[config.mk]
export PLATFORM = sky130hd
export DESIGN_NAME = arp_resolver_with_cache_unit
export DESIGN_NICKNAME = d
export VERILOG_FILES = /design/src/hdl/arpc_pkg.sv /design/src/hdl/arp_resolver_with_cache_unit.sv /design/src/hdl/arpc_ctrl.sv /design/src/hdl/arpc_dp.sv
export SDC_FILE = /design/constraint.sdc
export NUM_CORES = 2
export LEC_CHECK = 0
export ABC_AREA = 1
export BUFFER_PORTS_ARGS = -buffer_cell sky130_fd_sc_hd__buf_2
export CAP_MARGIN = 5
export CORE_MARGIN = 2
export CORE_UTILIZATION = 35
export CTS_BUF_LIST = sky130_fd_sc_hd__clkbuf_2 sky130_fd_sc_hd__clkbuf_4 sky130_fd_sc_hd__clkbuf_8
export CTS_CLUSTER_DIAMETER = 50
export DETAILED_ROUTE_END_ITERATION = 7
export PLACE_DENSITY = 0.48
export SYNTH_ARGS = -nofsm -noshare
export SYNTH_HDL_FRONTEND = slang
export SYNTH_SLANG_ARGS = --single-unit
[constraint.sdc]
create_clock -name clk -period 33.8 [get_ports clk]
set_input_delay 0 -clock clk [delete_from_list [all_inputs] [get_ports clk]]
set_output_delay 0 -clock clk [all_outputs]
set_load 0.005 [all_outputs]
[src/hdl/arpc_pkg.sv]
// Shared constants, codes and controller/datapath interface types of the ARP resolver.
package arpc_pkg;

  localparam int CACHE_ENTRIES = 16;
  localparam int PENDING_HOSTS = 8;
  localparam int HOLD_DEPTH    = 8;

  localparam int CIW  = (CACHE_ENTRIES > 1) ? $clog2(CACHE_ENTRIES) : 1;
  localparam int PIW  = (PENDING_HOSTS > 1) ? $clog2(PENDING_HOSTS) : 1;
  localparam int HIW  = (HOLD_DEPTH > 1) ? $clog2(HOLD_DEPTH) : 1;
  localparam int HCW  = $clog2(HOLD_DEPTH + 1);
  localparam int HMW  = PIW + HIW;
  localparam int HMD  = 1 << HMW;

  localparam logic [47:0] BCAST_MAC = 48'hFFFF_FFFF_FFFF;
  localparam logic [15:0] RTO_RESET = 16'd5000;
  localparam logic [15:0] CLT_RESET = 16'd30000;

  localparam logic [1:0] FUNC_SEND  = 2'd0;
  localparam logic [1:0] FUNC_FRAME = 2'd1;
  localparam logic [1:0] FUNC_TICK  = 2'd2;

  localparam logic [1:0] FT_IPV4 = 2'd0;
  localparam logic [1:0] FT_ARP  = 2'd1;

  localparam logic [1:0] KIND_IPV4  = 2'd0;
  localparam logic [1:0] KIND_REQ   = 2'd1;
  localparam logic [1:0] KIND_REPLY = 2'd2;
  localparam logic [1:0] KIND_UP    = 2'd3;

  localparam logic [1:0] REG_OWN_MAC = 2'd0;
  localparam logic [1:0] REG_OWN_IP  = 2'd1;
  localparam logic [1:0] REG_RTO     = 2'd2;
  localparam logic [1:0] REG_CLT     = 2'd3;

  typedef enum logic [2:0] {
    SEL_HIT, SEL_REQ, SEL_UP, SEL_FLUSH, SEL_REPLY
  } emit_sel_t;

  typedef enum logic [1:0] {
    FR_DROP, FR_IPV4, FR_ARP
  } frame_cls_t;

  typedef struct packed {
    logic      load;
    logic      c_step;
    logic      p_step;
    logic      c_tick;
    logic      p_tick;
    logic      learn_wr;
    logic      send_upd;
    logic      j_clr;
    logic      j_step;
    logic      retire;
    logic      emit;
    emit_sel_t emit_sel;
    logic      emit_last;
  } cmd_t;

  typedef struct packed {
    logic [1:0] func;
    frame_cls_t cls;
    logic       c_done;
    logic       p_done;
    logic       c_hit;
    logic       p_match;
    logic       p_free;
    logic       req_needed;
    logic       is_req;
    logic       hc_zero;
    logic       j_final;
    logic       out_free;
  } sts_t;

endpackage

[src/hdl/arp_resolver_with_cache_unit.sv]
// Top level of the ARP resolver with mapping cache: controller plus datapath.
//
// Channels: the input channel (in_valid/in_ready) takes one item per handshake:
// a send, a received frame or a time tick, selected by in_func. The result
// channel (out_valid/out_ready) gives zero to nine result items per input
// item; out_last marks the final one. The configuration channel
// (cfg_valid/cfg_ready, always ready) writes own MAC, own IP, request
// timeout and cache lifetime by cfg_index.
// Timing: one item is worked at a time. A send scans the cache, one entry a
// cycle, then on a miss the pending table, one entry a cycle. A received ARP
// frame scans both tables too, then reads the hold memory and emits a result
// for each flushed handle, one after the other. A tick sweeps the pending
// table, then the cache. The next item is accepted only once the controller
// is back in idle.
// Reset: synchronous, active low; clears all valid bits, counts and
// config registers (timeout 5000 ms, lifetime 30000 ms), no clearing pass.
// Stall: a result holds in the output register until taken; the next input
// item is accepted meanwhile, and its first result waits for that register.
module arp_resolver_with_cache_unit import arpc_pkg::*; (
  input  logic        clk,
  input  logic        rst_n,
  input  logic        in_valid,
  output logic        in_ready,
  input  logic [1:0]  in_func,
  input  logic [31:0] in_next_hop_ip,
  input  logic [15:0] in_datagram_handle,
  input  logic [15:0] in_elapsed_ms,
  input  logic [47:0] in_frame_dst_mac,
  input  logic [1:0]  in_frame_type,
  input  logic        in_parse_ok,
  input  logic        in_arp_is_request,
  input  logic [47:0] in_arp_sender_mac,
  input  logic [31:0] in_arp_sender_ip,
  input  logic [31:0] in_arp_target_ip,
  output logic        out_valid,
  input  logic        out_ready,
  output logic [1:0]  out_kind,
  output logic [47:0] out_dest_mac,
  output logic [47:0] out_arp_target_mac_out,
  output logic [31:0] out_arp_target_ip_out,
  output logic [15:0] out_handle_out,
  output logic        out_last,
  input  logic        cfg_valid,
  output logic        cfg_ready,
  input  logic [1:0]  cfg_index,
  input  logic [47:0] cfg_data
);

  cmd_t cmd;
  sts_t sts;

  // the user must write registers only while idle (not enforced here), so take every write at once
  assign cfg_ready = 1'b1;

  arpc_ctrl u_ctrl (
    .clk      (clk),
    .rst_n    (rst_n),
    .in_valid (in_valid),
    .in_ready (in_ready),
    .sts      (sts),
    .cmd      (cmd)
  );

  arpc_dp u_dp (
    .clk                    (clk),
    .rst_n                  (rst_n),
    .cmd                    (cmd),
    .sts                    (sts),
    .cfg_we                 (cfg_valid && cfg_ready),
    .cfg_index              (cfg_index),
    .cfg_data               (cfg_data),
    .in_func                (in_func),
    .in_next_hop_ip         (in_next_hop_ip),
    .in_datagram_handle     (in_datagram_handle),
    .in_elapsed_ms          (in_elapsed_ms),
    .in_frame_dst_mac       (in_frame_dst_mac),
    .in_frame_type          (in_frame_type),
    .in_parse_ok            (in_parse_ok),
    .in_arp_is_request      (in_arp_is_request),
    .in_arp_sender_mac      (in_arp_sender_mac),
    .in_arp_sender_ip       (in_arp_sender_ip),
    .in_arp_target_ip       (in_arp_target_ip),
    .out_valid              (out_valid),
    .out_ready              (out_ready),
    .out_kind               (out_kind),
    .out_dest_mac           (out_dest_mac),
    .out_arp_target_mac_out (out_arp_target_mac_out),
    .out_arp_target_ip_out  (out_arp_target_ip_out),
    .out_handle_out         (out_handle_out),
    .out_last               (out_last)
  );

endmodule

[src/hdl/arpc_ctrl.sv]
// Controller state machine that sequences scans, updates and result emission.
module arpc_ctrl import arpc_pkg::*; (
  input  logic clk,
  input  logic rst_n,
  input  logic in_valid,
  output logic in_ready,
  input  sts_t sts,
  output cmd_t cmd
);

  typedef enum logic [13:0] {
    S_IDLE     = 14'b00000000000001,
    S_DISP     = 14'b00000000000010,
    S_CSCAN    = 14'b00000000000100,
    S_PSCAN    = 14'b00000000001000,
    S_SUPD     = 14'b00000000010000,
    S_EMIT_HIT = 14'b00000000100000,
    S_EMIT_REQ = 14'b00000001000000,
    S_EMIT_UP  = 14'b00000010000000,
    S_LWR      = 14'b00000100000000,
    S_FRD      = 14'b00001000000000,
    S_FEM      = 14'b00010000000000,
    S_REPLY    = 14'b00100000000000,
    S_TICKP    = 14'b01000000000000,
    S_TICKC    = 14'b10000000000000
  } state_t;

  state_t state_r, state_nxt;

  always_ff @(posedge clk) begin
    if (!rst_n) begin
      state_r <= S_IDLE;
    end else begin
      state_r <= state_nxt;
    end
  end

  assign in_ready = (state_r == S_IDLE);

  always_comb begin
    state_nxt = state_r;
    cmd       = '0;
    cmd.emit_sel = SEL_HIT;
    case (state_r)
      S_IDLE: begin
        if (in_valid) begin
          cmd.load  = 1'b1;
          state_nxt = S_DISP;
        end
      end
      S_DISP: begin
        case (sts.func)
          FUNC_SEND: state_nxt = S_CSCAN;
          FUNC_FRAME: begin
            case (sts.cls)
              FR_IPV4: state_nxt = S_EMIT_UP;
              FR_ARP:  state_nxt = S_CSCAN;
              default: state_nxt = S_IDLE;
            endcase
          end
          FUNC_TICK: state_nxt = S_TICKP;
          default:   state_nxt = S_IDLE;
        endcase
      end
      S_CSCAN: begin
        if (!sts.c_done) begin
          cmd.c_step = 1'b1;
        end else if (sts.func == FUNC_SEND) begin
          state_nxt = sts.c_hit ? S_EMIT_HIT : S_PSCAN;
        end else begin
          state_nxt = S_LWR;
        end
      end
      S_LWR: begin
        cmd.learn_wr = 1'b1;
        state_nxt    = S_PSCAN;
      end
      S_PSCAN: begin
        if (!sts.p_done) begin
          cmd.p_step = 1'b1;
        end else if (sts.func == FUNC_SEND) begin
          state_nxt = (sts.p_match || sts.p_free) ? S_SUPD : S_IDLE;
        end else if (sts.p_match && !sts.hc_zero) begin
          cmd.j_clr = 1'b1;
          state_nxt = S_FRD;
        end else begin
          cmd.retire = sts.p_match;
          state_nxt  = sts.is_req ? S_REPLY : S_IDLE;
        end
      end
      S_SUPD: begin
        cmd.send_upd = 1'b1;
        state_nxt    = sts.req_needed ? S_EMIT_REQ : S_IDLE;
      end
      S_EMIT_HIT, S_EMIT_REQ, S_EMIT_UP: begin
        if (sts.out_free) begin
          cmd.emit      = 1'b1;
          cmd.emit_last = 1'b1;
          cmd.emit_sel  = (state_r == S_EMIT_HIT) ? SEL_HIT :
                          (state_r == S_EMIT_REQ) ? SEL_REQ : SEL_UP;
          state_nxt     = S_IDLE;
        end
      end
      S_FRD: begin
        state_nxt = S_FEM;
      end
      S_FEM: begin
        if (sts.out_free) begin
          cmd.emit      = 1'b1;
          cmd.emit_sel  = SEL_FLUSH;
          cmd.emit_last = sts.j_final && !sts.is_req;
          if (sts.j_final) begin
            cmd.retire = 1'b1;
            state_nxt  = sts.is_req ? S_REPLY : S_IDLE;
          end else begin
            cmd.j_step = 1'b1;
            state_nxt  = S_FRD;
          end
        end
      end
      S_REPLY: begin
        if (sts.out_free) begin
          cmd.emit      = 1'b1;
          cmd.emit_sel  = SEL_REPLY;
          cmd.emit_last = 1'b1;
          state_nxt     = S_IDLE;
        end
      end
      S_TICKP: begin
        if (!sts.p_done) begin
          cmd.p_tick = 1'b1;
        end else begin
          state_nxt = S_TICKC;
        end
      end
      S_TICKC: begin
        if (!sts.c_done) begin
          cmd.c_tick = 1'b1;
        end else begin
          state_nxt = S_IDLE;
        end
      end
      default: state_nxt = S_IDLE;
    endcase
  end

endmodule

[src/hdl/arpc_dp.sv]
// Datapath: item and config registers, cache and pending tables, hold memory, result register.
module arpc_dp import arpc_pkg::*; (
  input  logic        clk,
  input  logic        rst_n,
  input  cmd_t        cmd,
  output sts_t        sts,
  input  logic        cfg_we,
  input  logic [1:0]  cfg_index,
  input  logic [47:0] cfg_data,
  input  logic [1:0]  in_func,
  input  logic [31:0] in_next_hop_ip,
  input  logic [15:0] in_datagram_handle,
  input  logic [15:0] in_elapsed_ms,
  input  logic [47:0] in_frame_dst_mac,
  input  logic [1:0]  in_frame_type,
  input  logic        in_parse_ok,
  input  logic        in_arp_is_request,
  input  logic [47:0] in_arp_sender_mac,
  input  logic [31:0] in_arp_sender_ip,
  input  logic [31:0] in_arp_target_ip,
  output logic        out_valid,
  input  logic        out_ready,
  output logic [1:0]  out_kind,
  output logic [47:0] out_dest_mac,
  output logic [47:0] out_arp_target_mac_out,
  output logic [31:0] out_arp_target_ip_out,
  output logic [15:0] out_handle_out,
  output logic        out_last
);

  logic [47:0] own_mac_r;
  logic [31:0] own_ip_r;
  logic [15:0] rto_r, clt_r;

  logic [1:0]  func_r, ftype_r;
  logic [31:0] ip_r, sip_r, tip_r;
  logic [15:0] handle_r, el_r;
  logic [47:0] dst_r, smac_r;
  logic        ok_r, isreq_r;

  logic        cache_valid_r [CACHE_ENTRIES];
  logic [31:0] cache_ip_r    [CACHE_ENTRIES];
  logic [47:0] cache_mac_r   [CACHE_ENTRIES];
  logic [15:0] cache_age_r   [CACHE_ENTRIES];
  logic        pend_valid_r  [PENDING_HOSTS];
  logic        req_act_r     [PENDING_HOSTS];
  logic [HCW-1:0] held_cnt_r [PENDING_HOSTS];
  logic [31:0] pend_ip_r     [PENDING_HOSTS];
  logic [15:0] req_age_r     [PENDING_HOSTS];
  logic [15:0] held_mem      [HMD];
  logic [15:0] held_q_r;

  logic [CIW:0]   cidx_r;
  logic [PIW:0]   pidx_r;
  logic [HCW-1:0] jdx_r;
  logic           c_hit_r, c_free_r, p_match_r, p_free_r;
  logic [CIW-1:0] c_hit_idx_r, c_free_idx_r;
  logic [PIW-1:0] p_m_idx_r, p_f_idx_r;
  logic           out_valid_r, out_last_r;
  logic [1:0]     out_kind_r;
  logic [47:0]    out_dmac_r, out_tmac_r;
  logic [31:0]    out_tip_r;
  logic [15:0]    out_h_r;

  logic [CIW-1:0] ce;
  logic [PIW-1:0] pe, ps;
  logic [31:0]    key;
  logic           c_eq, p_eq, addr_ok;
  logic [16:0]    c_sum, p_sum;
  logic           c_keep, p_keep;
  logic [HCW-1:0] hc_eff;
  logic           hold_wr;

  assign ce  = cidx_r[CIW-1:0];
  assign pe  = pidx_r[PIW-1:0];
  assign ps  = p_match_r ? p_m_idx_r : p_f_idx_r;
  assign key = (func_r == FUNC_SEND) ? ip_r : sip_r;
  assign c_eq = cache_valid_r[ce] && (cache_ip_r[ce] == key);
  assign p_eq = pend_valid_r[pe] && (pend_ip_r[pe] == key);
  assign c_sum  = {1'b0, cache_age_r[ce]} + {1'b0, el_r};
  assign p_sum  = {1'b0, req_age_r[pe]} + {1'b0, el_r};
  assign c_keep = (c_sum <= {1'b0, clt_r});
  assign p_keep = (p_sum <= {1'b0, rto_r});
  assign hc_eff = p_match_r ? held_cnt_r[ps] : '0;
  assign hold_wr = cmd.send_upd && (hc_eff < HCW'(HOLD_DEPTH));
  assign addr_ok = (dst_r == BCAST_MAC) || (dst_r == own_mac_r);

  always_comb begin
    sts = '0;
    sts.func = func_r;
    if (addr_ok && ok_r && ftype_r == FT_IPV4) begin
      sts.cls = FR_IPV4;
    end else if (addr_ok && ok_r && ftype_r == FT_ARP && tip_r == own_ip_r) begin
      sts.cls = FR_ARP;
    end else begin
      sts.cls = FR_DROP;
    end
    sts.c_done     = (cidx_r == (CIW+1)'(CACHE_ENTRIES));
    sts.p_done     = (pidx_r == (PIW+1)'(PENDING_HOSTS));
    sts.c_hit      = c_hit_r;
    sts.p_match    = p_match_r;
    sts.p_free     = p_free_r;
    sts.req_needed = !(p_match_r && req_act_r[ps]);
    sts.is_req     = isreq_r;
    sts.hc_zero    = (held_cnt_r[p_m_idx_r] == '0);
    sts.j_final    = (HCW'(jdx_r + 1'b1) == held_cnt_r[p_m_idx_r]);
    sts.out_free   = !out_valid_r || out_ready;
  end

  // config and item registers
  always_ff @(posedge clk) begin
    if (!rst_n) begin
      own_mac_r <= '0;
      own_ip_r  <= '0;
      rto_r     <= RTO_RESET;
      clt_r     <= CLT_RESET;
    end else if (cfg_we) begin
      case (cfg_index)
        REG_OWN_MAC: own_mac_r <= cfg_data;
        REG_OWN_IP:  own_ip_r  <= cfg_data[31:0];
        REG_RTO:     rto_r     <= cfg_data[15:0];
        REG_CLT:     clt_r     <= cfg_data[15:0];
        default:     ;
      endcase
    end
  end

  always_ff @(posedge clk) begin
    if (cmd.load) begin
      func_r   <= in_func;
      ip_r     <= in_next_hop_ip;
      handle_r <= in_datagram_handle;
      el_r     <= in_elapsed_ms;
      dst_r    <= in_frame_dst_mac;
      ftype_r  <= in_frame_type;
      ok_r     <= in_parse_ok;
      isreq_r  <= in_arp_is_request;
      smac_r   <= in_arp_sender_mac;
      sip_r    <= in_arp_sender_ip;
      tip_r    <= in_arp_target_ip;
    end
  end

  // scan counters and search results
  always_ff @(posedge clk) begin
    if (!rst_n) begin
      cidx_r    <= '0;
      pidx_r    <= '0;
      jdx_r     <= '0;
      c_hit_r   <= 1'b0;
      c_free_r  <= 1'b0;
      p_match_r <= 1'b0;
      p_free_r  <= 1'b0;
    end else begin
      if (cmd.load) begin
        cidx_r    <= '0;
        pidx_r    <= '0;
        c_hit_r   <= 1'b0;
        c_free_r  <= 1'b0;
        p_match_r <= 1'b0;
        p_free_r  <= 1'b0;
      end
      if (cmd.c_step || cmd.c_tick) begin
        cidx_r <= cidx_r + 1'b1;
      end
      if (cmd.p_step || cmd.p_tick) begin
        pidx_r <= pidx_r + 1'b1;
      end
      if (cmd.c_step) begin
        if (c_eq && !c_hit_r) begin
          c_hit_r     <= 1'b1;
          c_hit_idx_r <= ce;
        end
        if (!cache_valid_r[ce] && !c_free_r) begin
          c_free_r     <= 1'b1;
          c_free_idx_r <= ce;
        end
      end
      if (cmd.p_step) begin
        if (p_eq && !p_match_r) begin
          p_match_r <= 1'b1;
          p_m_idx_r <= pe;
        end
        if (!pend_valid_r[pe] && !p_free_r) begin
          p_free_r  <= 1'b1;
          p_f_idx_r <= pe;
        end
      end
      if (cmd.j_clr) begin
        jdx_r <= '0;
      end else if (cmd.j_step) begin
        jdx_r <= jdx_r + 1'b1;
      end
    end
  end

  // cache table
  always_ff @(posedge clk) begin
    if (!rst_n) begin
      for (int i = 0; i < CACHE_ENTRIES; i++) cache_valid_r[i] <= 1'b0;
    end else begin
      if (cmd.learn_wr && !c_hit_r && c_free_r) begin
        cache_valid_r[c_free_idx_r] <= 1'b1;
      end
      if (cmd.c_tick && cache_valid_r[ce] && !c_keep) begin
        cache_valid_r[ce] <= 1'b0;
      end
    end
  end

  always_ff @(posedge clk) begin
    if (cmd.learn_wr) begin
      if (c_hit_r) begin
        cache_mac_r[c_hit_idx_r] <= smac_r;
        cache_age_r[c_hit_idx_r] <= '0;
      end else if (c_free_r) begin
        cache_ip_r[c_free_idx_r]  <= sip_r;
        cache_mac_r[c_free_idx_r] <= smac_r;
        cache_age_r[c_free_idx_r] <= '0;
      end
    end
    if (cmd.c_tick && cache_valid_r[ce] && c_keep) begin
      cache_age_r[ce] <= c_sum[15:0];
    end
  end

  // pending table
  always_ff @(posedge clk) begin
    if (!rst_n) begin
      for (int i = 0; i < PENDING_HOSTS; i++) begin
        pend_valid_r[i] <= 1'b0;
        req_act_r[i]    <= 1'b0;
        held_cnt_r[i]   <= '0;
      end
    end else begin
      if (cmd.send_upd) begin
        pend_valid_r[ps] <= 1'b1;
        req_act_r[ps]    <= 1'b1;
        held_cnt_r[ps]   <= hold_wr ? HCW'(hc_eff + 1'b1) : hc_eff;
      end
      if (cmd.retire) begin
        pend_valid_r[p_m_idx_r] <= 1'b0;
        req_act_r[p_m_idx_r]    <= 1'b0;
        held_cnt_r[p_m_idx_r]   <= '0;
      end
      if (cmd.p_tick && pend_valid_r[pe] && req_act_r[pe] && !p_keep) begin
        req_act_r[pe] <= 1'b0;
      end
    end
  end

  always_ff @(posedge clk) begin
    if (cmd.send_upd) begin
      if (!p_match_r) begin
        pend_ip_r[ps] <= ip_r;
      end
      if (sts.req_needed) begin
        req_age_r[ps] <= '0;
      end
    end
    if (cmd.p_tick && pend_valid_r[pe] && req_act_r[pe] && p_keep) begin
      req_age_r[pe] <= p_sum[15:0];
    end
  end

  // hold memory: one write, one registered read
  always_ff @(posedge clk) begin
    if (hold_wr) begin
      held_mem[{ps, hc_eff[HIW-1:0]}] <= handle_r;
    end
    held_q_r <= held_mem[{p_m_idx_r, jdx_r[HIW-1:0]}];
  end

  // result register
  always_ff @(posedge clk) begin
    if (!rst_n) begin
      out_valid_r <= 1'b0;
    end else if (cmd.emit) begin
      out_valid_r <= 1'b1;
    end else if (out_ready) begin
      out_valid_r <= 1'b0;
    end
  end

  always_ff @(posedge clk) begin
    if (cmd.emit) begin
      out_last_r <= cmd.emit_last;
      out_dmac_r <= '0;
      out_tmac_r <= '0;
      out_tip_r  <= '0;
      out_h_r    <= '0;
      case (cmd.emit_sel)
        SEL_HIT: begin
          out_kind_r <= KIND_IPV4;
          out_dmac_r <= cache_mac_r[c_hit_idx_r];
          out_h_r    <= handle_r;
        end
        SEL_REQ: begin
          out_kind_r <= KIND_REQ;
          out_dmac_r <= BCAST_MAC;
          out_tip_r  <= ip_r;
        end
        SEL_UP: begin
          out_kind_r <= KIND_UP;
          out_h_r    <= handle_r;
        end
        SEL_FLUSH: begin
          out_kind_r <= KIND_IPV4;
          out_dmac_r <= smac_r;
          out_h_r    <= held_q_r;
        end
        SEL_REPLY: begin
          out_kind_r <= KIND_REPLY;
          out_dmac_r <= smac_r;
          out_tmac_r <= smac_r;
          out_tip_r  <= sip_r;
        end
        default: out_kind_r <= KIND_UP;
      endcase
    end
  end

  assign out_valid              = out_valid_r;
  assign out_kind               = out_kind_r;
  assign out_dest_mac           = out_dmac_r;
  assign out_arp_target_mac_out = out_tmac_r;
  assign out_arp_target_ip_out  = out_tip_r;
  assign out_handle_out         = out_h_r;
  assign out_last               = out_last_r;

endmodule

* Yosys cells after proc, flatten, opt, wreduce, memory -nomap -nowiden
Memory sizes are Yosys's and may differ from the RTL's. A register that Yosys moved wholly into a read port is not among the register bits.
Index checks and enable logic that the tools add are counted.
** Operators by class
- Reductions and logical operators :: 75
- Mux-type cells :: 163
- Bitwise operators :: 1
- Eq/ne operators :: 41
- Magnitude comparators :: 3
- Add/subtract/negate cells :: 6
** Operator list (number)
- two-way mux 14 bit :: 11
- one-hot mux 14 bit (11 select lines) :: 1
- one-hot mux 48 bit (3 select lines) :: 1
- == test 32 bit :: 3
- two-way mux 1 bit :: 89
- two-way mux 4 bit :: 18
- one-hot mux 32 bit (2 select lines) :: 1
- two-way mux 3 bit :: 19
- == test 48 bit :: 1
- == test 48 bit (second input constant) :: 1
- two-way mux 16 bit :: 3
- two-way mux 48 bit :: 1
- OR reduction 16 bit :: 3
- OR reduction 48 bit :: 1
- one-hot mux 14 bit (3 select lines) :: 1
- adder 16 x 16 -> 17 bit :: 2
- <= comparator 17 x 16 -> 1 bit :: 2
- two-way mux 32 bit :: 1
- one-hot mux 16 bit (2 select lines) :: 1
- two-way mux 5 bit :: 5
- logical AND 1 bit :: 23
- one-hot mux 8 bit (2 select lines) :: 1
- one-hot mux 5 bit (3 select lines) :: 1
- == test 14 x 1 -> 1 bit (second input constant) :: 1
- 46 further kinds :: 98
** Storage, ports and cells
- Output and inout port bits :: 150
- Input port bits :: 285
- Bits in registers :: 535
- Memories :: 10
- Logic and storage cells :: 333
- RAM bits :: 3008
** Memories
- u_dp.held_mem :: depth 64, bits a word 16, rd ports 1, clocked after memory_dff 1, write ports 1, RTL line arpc_dp.sv:50 : logic [15:0] held_mem [HMD];
- u_dp.cache_mac_r :: depth 16, bits a word 48, rd ports 1, clocked after memory_dff 1, write ports 1, RTL line arpc_dp.sv:43 : logic [47:0] cache_mac_r [CACHE_ENTRIES];
- u_dp.cache_ip_r :: depth 16, bits a word 32, rd ports 1, clocked after memory_dff 1, write ports 1, RTL line arpc_dp.sv:42 : logic [31:0] cache_ip_r [CACHE_ENTRIES];
- u_dp.cache_age_r :: depth 16, bits a word 16, rd ports 1, clocked after memory_dff 1, write ports 1, RTL line arpc_dp.sv:44 : logic [15:0] cache_age_r [CACHE_ENTRIES];
- u_dp.pend_ip_r :: depth 8, bits a word 32, rd ports 1, clocked after memory_dff 1, write ports 1, RTL line arpc_dp.sv:48 : logic [31:0] pend_ip_r [PENDING_HOSTS];
- u_dp.req_age_r :: depth 8, bits a word 16, rd ports 1, clocked after memory_dff 1, write ports 1, RTL line arpc_dp.sv:49 : logic [15:0] req_age_r [PENDING_HOSTS];
- +4 memories

* Depth between registers and ports, before layout
- Depth after elaboration :: 13
- Gate-level depth with buffers :: 40
- Depth with buffers taken out :: 34

* By module
Synthesis repeated with hierarchy kept, for this count alone.
** Second synthesis, totals
- Cell total of the unflattened synthesis :: 12170
- Area, all modules :: 146347.9 µm²
** By module, submodules not included
- arpc_dp :: sequential area each 104630.3 µm², times used 1, area each 145029.1 µm², cells each 11942
- arpc_ctrl :: sequential area each 280.3 µm², times used 1, area each 1307.5 µm², cells each 226
- arp_resolver_with_cache_unit :: sequential area each 0.0 µm², times used 1, area each 11.3 µm², cells each 2

* Worst setup path after synthesis
Ideal clock, no wire load.
- Path type :: reg-to-reg
- From :: register u_ctrl.state_r[8]
- To :: register u_dp.p_free_r
- Required time :: 33.675 ns
- Data arrival time :: 12.472 ns
- Path buffers :: 0
- Path slack :: 21.203 ns
- Cell stages (with the launch flop) :: 10
- Setup time :: 0.125 ns
- Path through :: dfxtp_1 -> nor2_1 -> nand2_1 -> nor2_2 -> nand2_1 -> inv_1 -> nand2_1 -> nor2_1 -> inv_1 -> a31o_2
** RTL lines
- from (decl) :: RTL line arpc_ctrl.sv:28 : state_t state_r, state_nxt;
- from (signal assigned) :: RTL line arpc_ctrl.sv:34 : state_r <= state_nxt;
- to (signal assigned) :: RTL line arpc_dp.sv:153 : p_free_r <= 1'b0;
- to (signal assigned) :: RTL line arpc_dp.sv:161 : p_free_r <= 1'b0;
- to (signal assigned) :: RTL line arpc_dp.sv:185 : p_free_r <= 1'b1;
- to (decl) :: RTL line arpc_dp.sv:56 : logic c_hit_r, c_free_r, p_match_r, p_free_r;

==> insert_results.sql <==
INSERT INTO impl_metrics (metric_group, metric, value, unit) VALUES
('status', 'result_of_the_run', 'complete, no violations', ''),
('layout', 'num-nets-final', '13100', ''),
('layout', 'layout-area-overhead-vs-synth', '20.1', '%'),
('layout', 'nFillCells', '37500', ''),
('setup_path', 'highest_fanout_seen_on_the_critical_path', '78', ''),
('drt', 'postRouteAntennaNets', '0', ''),
('flow_run', 'max_cap_violations', '0', ''),
('place', 'detailedPlacementHpwl', '253000', 'microns'),
('drt', 'via_count_of_the_routed_design', '98400', ''),
('timing', 'fin_tns_setup', '0', 'ns'),
('timing', 'timing.final.hold_violations', '0', ''),
('timing', 'period_minus_slack', '9.13', 'ns'),
('floorplanning', 'std_cell_rows', '235', ''),
('setup_path', 'crit_slowest_cell', 'sky130_fd_sc_hd__nor2_2', ''),
('synth', 'postSynth.topFlopCell', 'sky130_fd_sc_hd__edfxtp_1', ''),
('timing', 'tightest_slew', '1.36', 'ns'),
('setup_path', 'timing.critical_path.mode_cell', 'sky130_fd_sc_hd__nand2_1', ''),
('setup_path', 'end_kind', 'flip-flop', ''),
('synth', 'postSynth.asyncResetShare', '0', '%'),
('floorplanning', 'dieWidth', '645', 'microns'),
('drt', 'number_of_vias_per_cell_after_detailed_routing', '5.26', ''),
('drt', 'drt_pass1_iterations', '6', ''),
('timing', 'timing.final.setup_violations', '0', ''),
('clock_tree', 'postCtsHoldBufs', '822', ''),
('floorplanning', 'fp.coreArea', '0.410', 'sq mm'),
('synth', 'netlist_area_pre_place', '0.144', 'sq mm'),
('setup_path', 'cp_slowest_stage_delay', '1.06', 'ns'),
('pwr', 'power-per-cell-area', '58.0', 'mW/mm^2'),
('place', 'io_buffers', '433', ''),
('setup_path', 'worstPathRequired', '34.50', 'ns'),
('setup_path', 'worstSetupPathType', 'reg -> reg', ''),
('clock_tree', 'numCtsBuffers', '625', ''),
('drt', 'avgRoutedWirePerCell', '24.4', 'microns'),
('pwr', 'p_leak', '59.5', 'nW'),
('clock_tree', 'cts_resized', '0', ''),
('timing', 'clock_skew', '0.124', 'ns'),
('drt', 'drt-initial-drc-count', '8942', ''),
('synth', 'synth_sequential_area_ratio', '73.1', '%'),
('layout', 'final_layout_size_suffix_gt1_share', '13.9', '%'),
('global_route', 'grt.total_usage', '21.2', '%'),
('layout', 'mostFrequentLayoutCell', 'sky130_fd_sc_hd__edfxtp_1', ''),
('timing', 'relSlewSlack', '9.44', '%'),
('synth', 'synth_cell_type_count', '63', ''),
('synth', 'netlist_instances', '11300', ''),
('timing', 'rsz0062_at_grt', 'false', ''),
('synth', 'yosysWarningCount', '0', ''),
('clock_tree', 'cts.sinks', '3573', ''),
('synth', 'synth-edff-count', '3367', ''),
('floorplanning', 'floorplan.io_pins', '435', ''),
('clock_tree', 'cts.reportedPaths.clkPinSlew', '0.06', 'ns'),
('timing', 'fin_worst_hold_slack', '0.140', 'ns'),
('drt', 'route.final.wire_length', '456000', 'microns'),
('drt', 'route.detailed.drc', '0', ''),
('global_route', 'grt_start_max_net_pins', '210', ''),
('place', 'placed_cells', '16800', ''),
('floorplanning', 'starting_density', '35.1', '%'),
('timing', 'max_freq', '110', 'MHz'),
('pwr', 'ir_drop', '0.0000349', 'V'),
('global_route', 'grt_overflow_total', '0', ''),
('setup_path', 'setup.worst_path.start_class', 'flip-flop', ''),
('timing', 'maxSlewViolCount', '0', ''),
('layout', 'final_cell_count_no_fill', '18700', ''),
('synth', 'synth.ff_latch_count', '3573', ''),
('clock_tree', 'cts-root-buf', 'sky130_fd_sc_hd__clkbuf_8', ''),
('clock_tree', 'insertion_delay', '1.21', 'ns'),
('floorplanning', 'floorplan.die.height', '645', 'microns'),
('synth', 'average_cell_area_after_synthesis', '12.7', 'sq um'),
('min_path', 'holdCritPathClass', 'in -> reg', ''),
('timing', 'fin_crit_sh', '27.0', '%'),
('synth', 'mappedNetlistNets', '11700', ''),
('setup_path', 'cp_data_arrival_time', '9.83', 'ns'),
('global_route', 'grt_first_pass_wirelength', '658000', 'microns'),
('floorplanning', 'dieArea', '0.416', 'sq mm'),
('clock_tree', 'cts_tree', 'done', ''),
('global_route', 'antenna_found_initial', '37', ''),
('global_route', 'first_global_vias', '97600', ''),
('clock_tree', 'ctsHtreeMaxLevel', '6', ''),
('layout', 'layout.cells.most_common_list', 'sky130_fd_sc_hd__edfxtp_1 (3,367), sky130_fd_sc_hd__nor2_1 (1,619), sky130_fd_sc_hd__o21ai_0 (1,580)', ''),
('place', 'place_congestion', '0.849', ''),
('clock_tree', 'clock_tree.buffer_depth', '4', ''),
('clock_tree', 'cts_setup_buffers', '0', '');
## critical path, delay by kind of cell (launching register included)
| kind | cells | cell delay, ns |
|---|---|---|
| adder cells (fa/ha/maj) | 2 | 0.64 |
| flip-flops | 1 | 0.36 |
| buffers and inverters | 3 | 1.99 |
| AO/OA/AOI/OAI | 6 | 1.48 |
| AND/OR/NAND/NOR | 20 | 4.14 |
## synth_stat cells, types with 11 or more instances
cell type / count / share of area [%]
sky130_fd_sc_hd__o221ai_1: 428 / 2.6
sky130_fd_sc_hd__nor3_1: 32 / 0.11
sky130_fd_sc_hd__nor2_1: 1683 / 4.4
sky130_fd_sc_hd__buf_1: 63 / 0.16
sky130_fd_sc_hd__mux2_2: 43 / 0.34
sky130_fd_sc_hd__edfxtp_1: 3367 / 70
sky130_fd_sc_hd__buf_2: 86 / 0.30
sky130_fd_sc_hd__mux2i_1: 149 / 1.0
sky130_fd_sc_hd__nand4_1: 65 / 0.28
sky130_fd_sc_hd__or2_2: 21 / 0.091
sky130_fd_sc_hd__xor2_1: 66 / 0.40
sky130_fd_sc_hd__clkbuf_1: 529 / 1.4
sky130_fd_sc_hd__o21ai_0: 1582 / 5.5
sky130_fd_sc_hd__xnor2_1: 31 / 0.19
sky130_fd_sc_hd__inv_2: 17 / 0.044
sky130_fd_sc_hd__dfxtp_1: 206 / 2.9
sky130_fd_sc_hd__o211ai_1: 138 / 0.72
sky130_fd_sc_hd__inv_1: 588 / 1.5
sky130_fd_sc_hd__o22ai_1: 107 / 0.46
sky130_fd_sc_hd__nand3_1: 674 / 2.3
sky130_fd_sc_hd__a21oi_1: 333 / 1.2
sky130_fd_sc_hd__a31oi_1: 19 / 0.083
sky130_fd_sc_hd__nand2_1: 882 / 2.3
sky130_fd_sc_hd__nor4_1: 22 / 0.096
sky130_fd_sc_hd__ha_1: 70 / 0.61
sky130_fd_sc_hd__a32o_1: 16 / 0.11
sky130_fd_sc_hd__buf_4: 11 / 0.057
## kinds of logic (layout without fill, tap and decap cells)
logic type / after synthesis / in the layout / synth area share [%]
compound gates: 2673 / 2673 / 10.9
buf+inv: 1303 / 3217 / 3.51
flops: 3573 / 3573 / 73.1
simple gates: 3423 / 3423 / 9.86
xor+xnor: 99 / 99 / 0.613
mux: 192 / 192 / 1.37
other cells: 1 / 11 / 0.00260
fa+ha+maj: 72 / 72 / 0.636
## sequential cells by signal (all words and copies together) (netlist names), 32 cells and up, named ones only
signal,cells
u_dp.held_mem,1024
u_dp.own_mac_r,48
u_dp.held_cnt_r,32
u_dp.out_dest_mac,48
u_dp.out_arp_target_ip_out,32
u_dp.smac_r,48
u_dp.tip_r,32
u_dp.own_ip_r,32
u_dp.out_arp_target_mac_out,48
u_dp.ip_r,32
u_dp.cache_age_r,256
u_dp.cache_ip_r,512
u_dp.req_age_r,128
u_dp.dst_r,48
u_dp.sip_r,32
u_dp.cache_mac_r,768
u_dp.pend_ip_r,256
## metrics by stage
stage	utilization, %	setup slack, ns	instance area, sq um	power, W
floorplan	-	21.20	144000	0.00578
global placement	37.3	24.88	153000	0.00615
detailed placement	37.3	24.82	153000	0.00617
CTS	42.2	24.78	173000	0.0101
global route	42.2	23.93	173000	0.0104
finish	42.2	24.67	173000	0.0100
## routing by layer
| layer | global-route usage [%] | routed length [microns] | part of all wire, % |
|---|---|---|---|
| met2 | 34.8 | 215000 | 47 |
| met1 | 28.8 | 198000 | 43 |
| met3 | 2.88 | 28000 | 6.1 |
| met5 | 0 | 85 | 0.019 |
| met4 | 7.25 | 15200 | 3.3 |
## power by group
part / switching [W] / leakage, nW / internal [W]
clock network: 0.00179 / 6.31 / 0.00208
logic: 0.000616 / 21.9 / 0.000252
registers: 0.000171 / 31.3 / 0.00512
## path summary, 6_finish.rpt
check              startpoint                endpoint  slack (ns)  cells past startpoint
max                 flip-flop  u_dp.cache_age_r[9][1]       24.67                     31
min          in_elapsed_ms[6]            u_dp.el_r[6]        0.14                      3
max reg2reg         flip-flop  u_dp.cache_age_r[9][1]       24.67                     31
min reg2reg    u_dp.rto_r[11]          u_dp.rto_r[11]        0.47                      2
## cell type report
| cell class | count | area, sq um | share of cell area [%] |
|---|---|---|---|
| diodes | 10 | 25.0 | 0.0145 |
| clock buffers | 842 | 10400 | 5.99 |
| clock inverters | 267 | 1650 | 0.955 |
| inverters | 611 | 2340 | 1.36 |
| multi-input cells | 6460 | 34100 | 19.7 |
| flip-flops and latches | 3573 | 105000 | 60.9 |
| well taps | 5451 | 6820 | 3.94 |
| repair buffers | 1497 | 12300 | 7.12 |
Note: power is estimated with default switching activity, not from simulation.
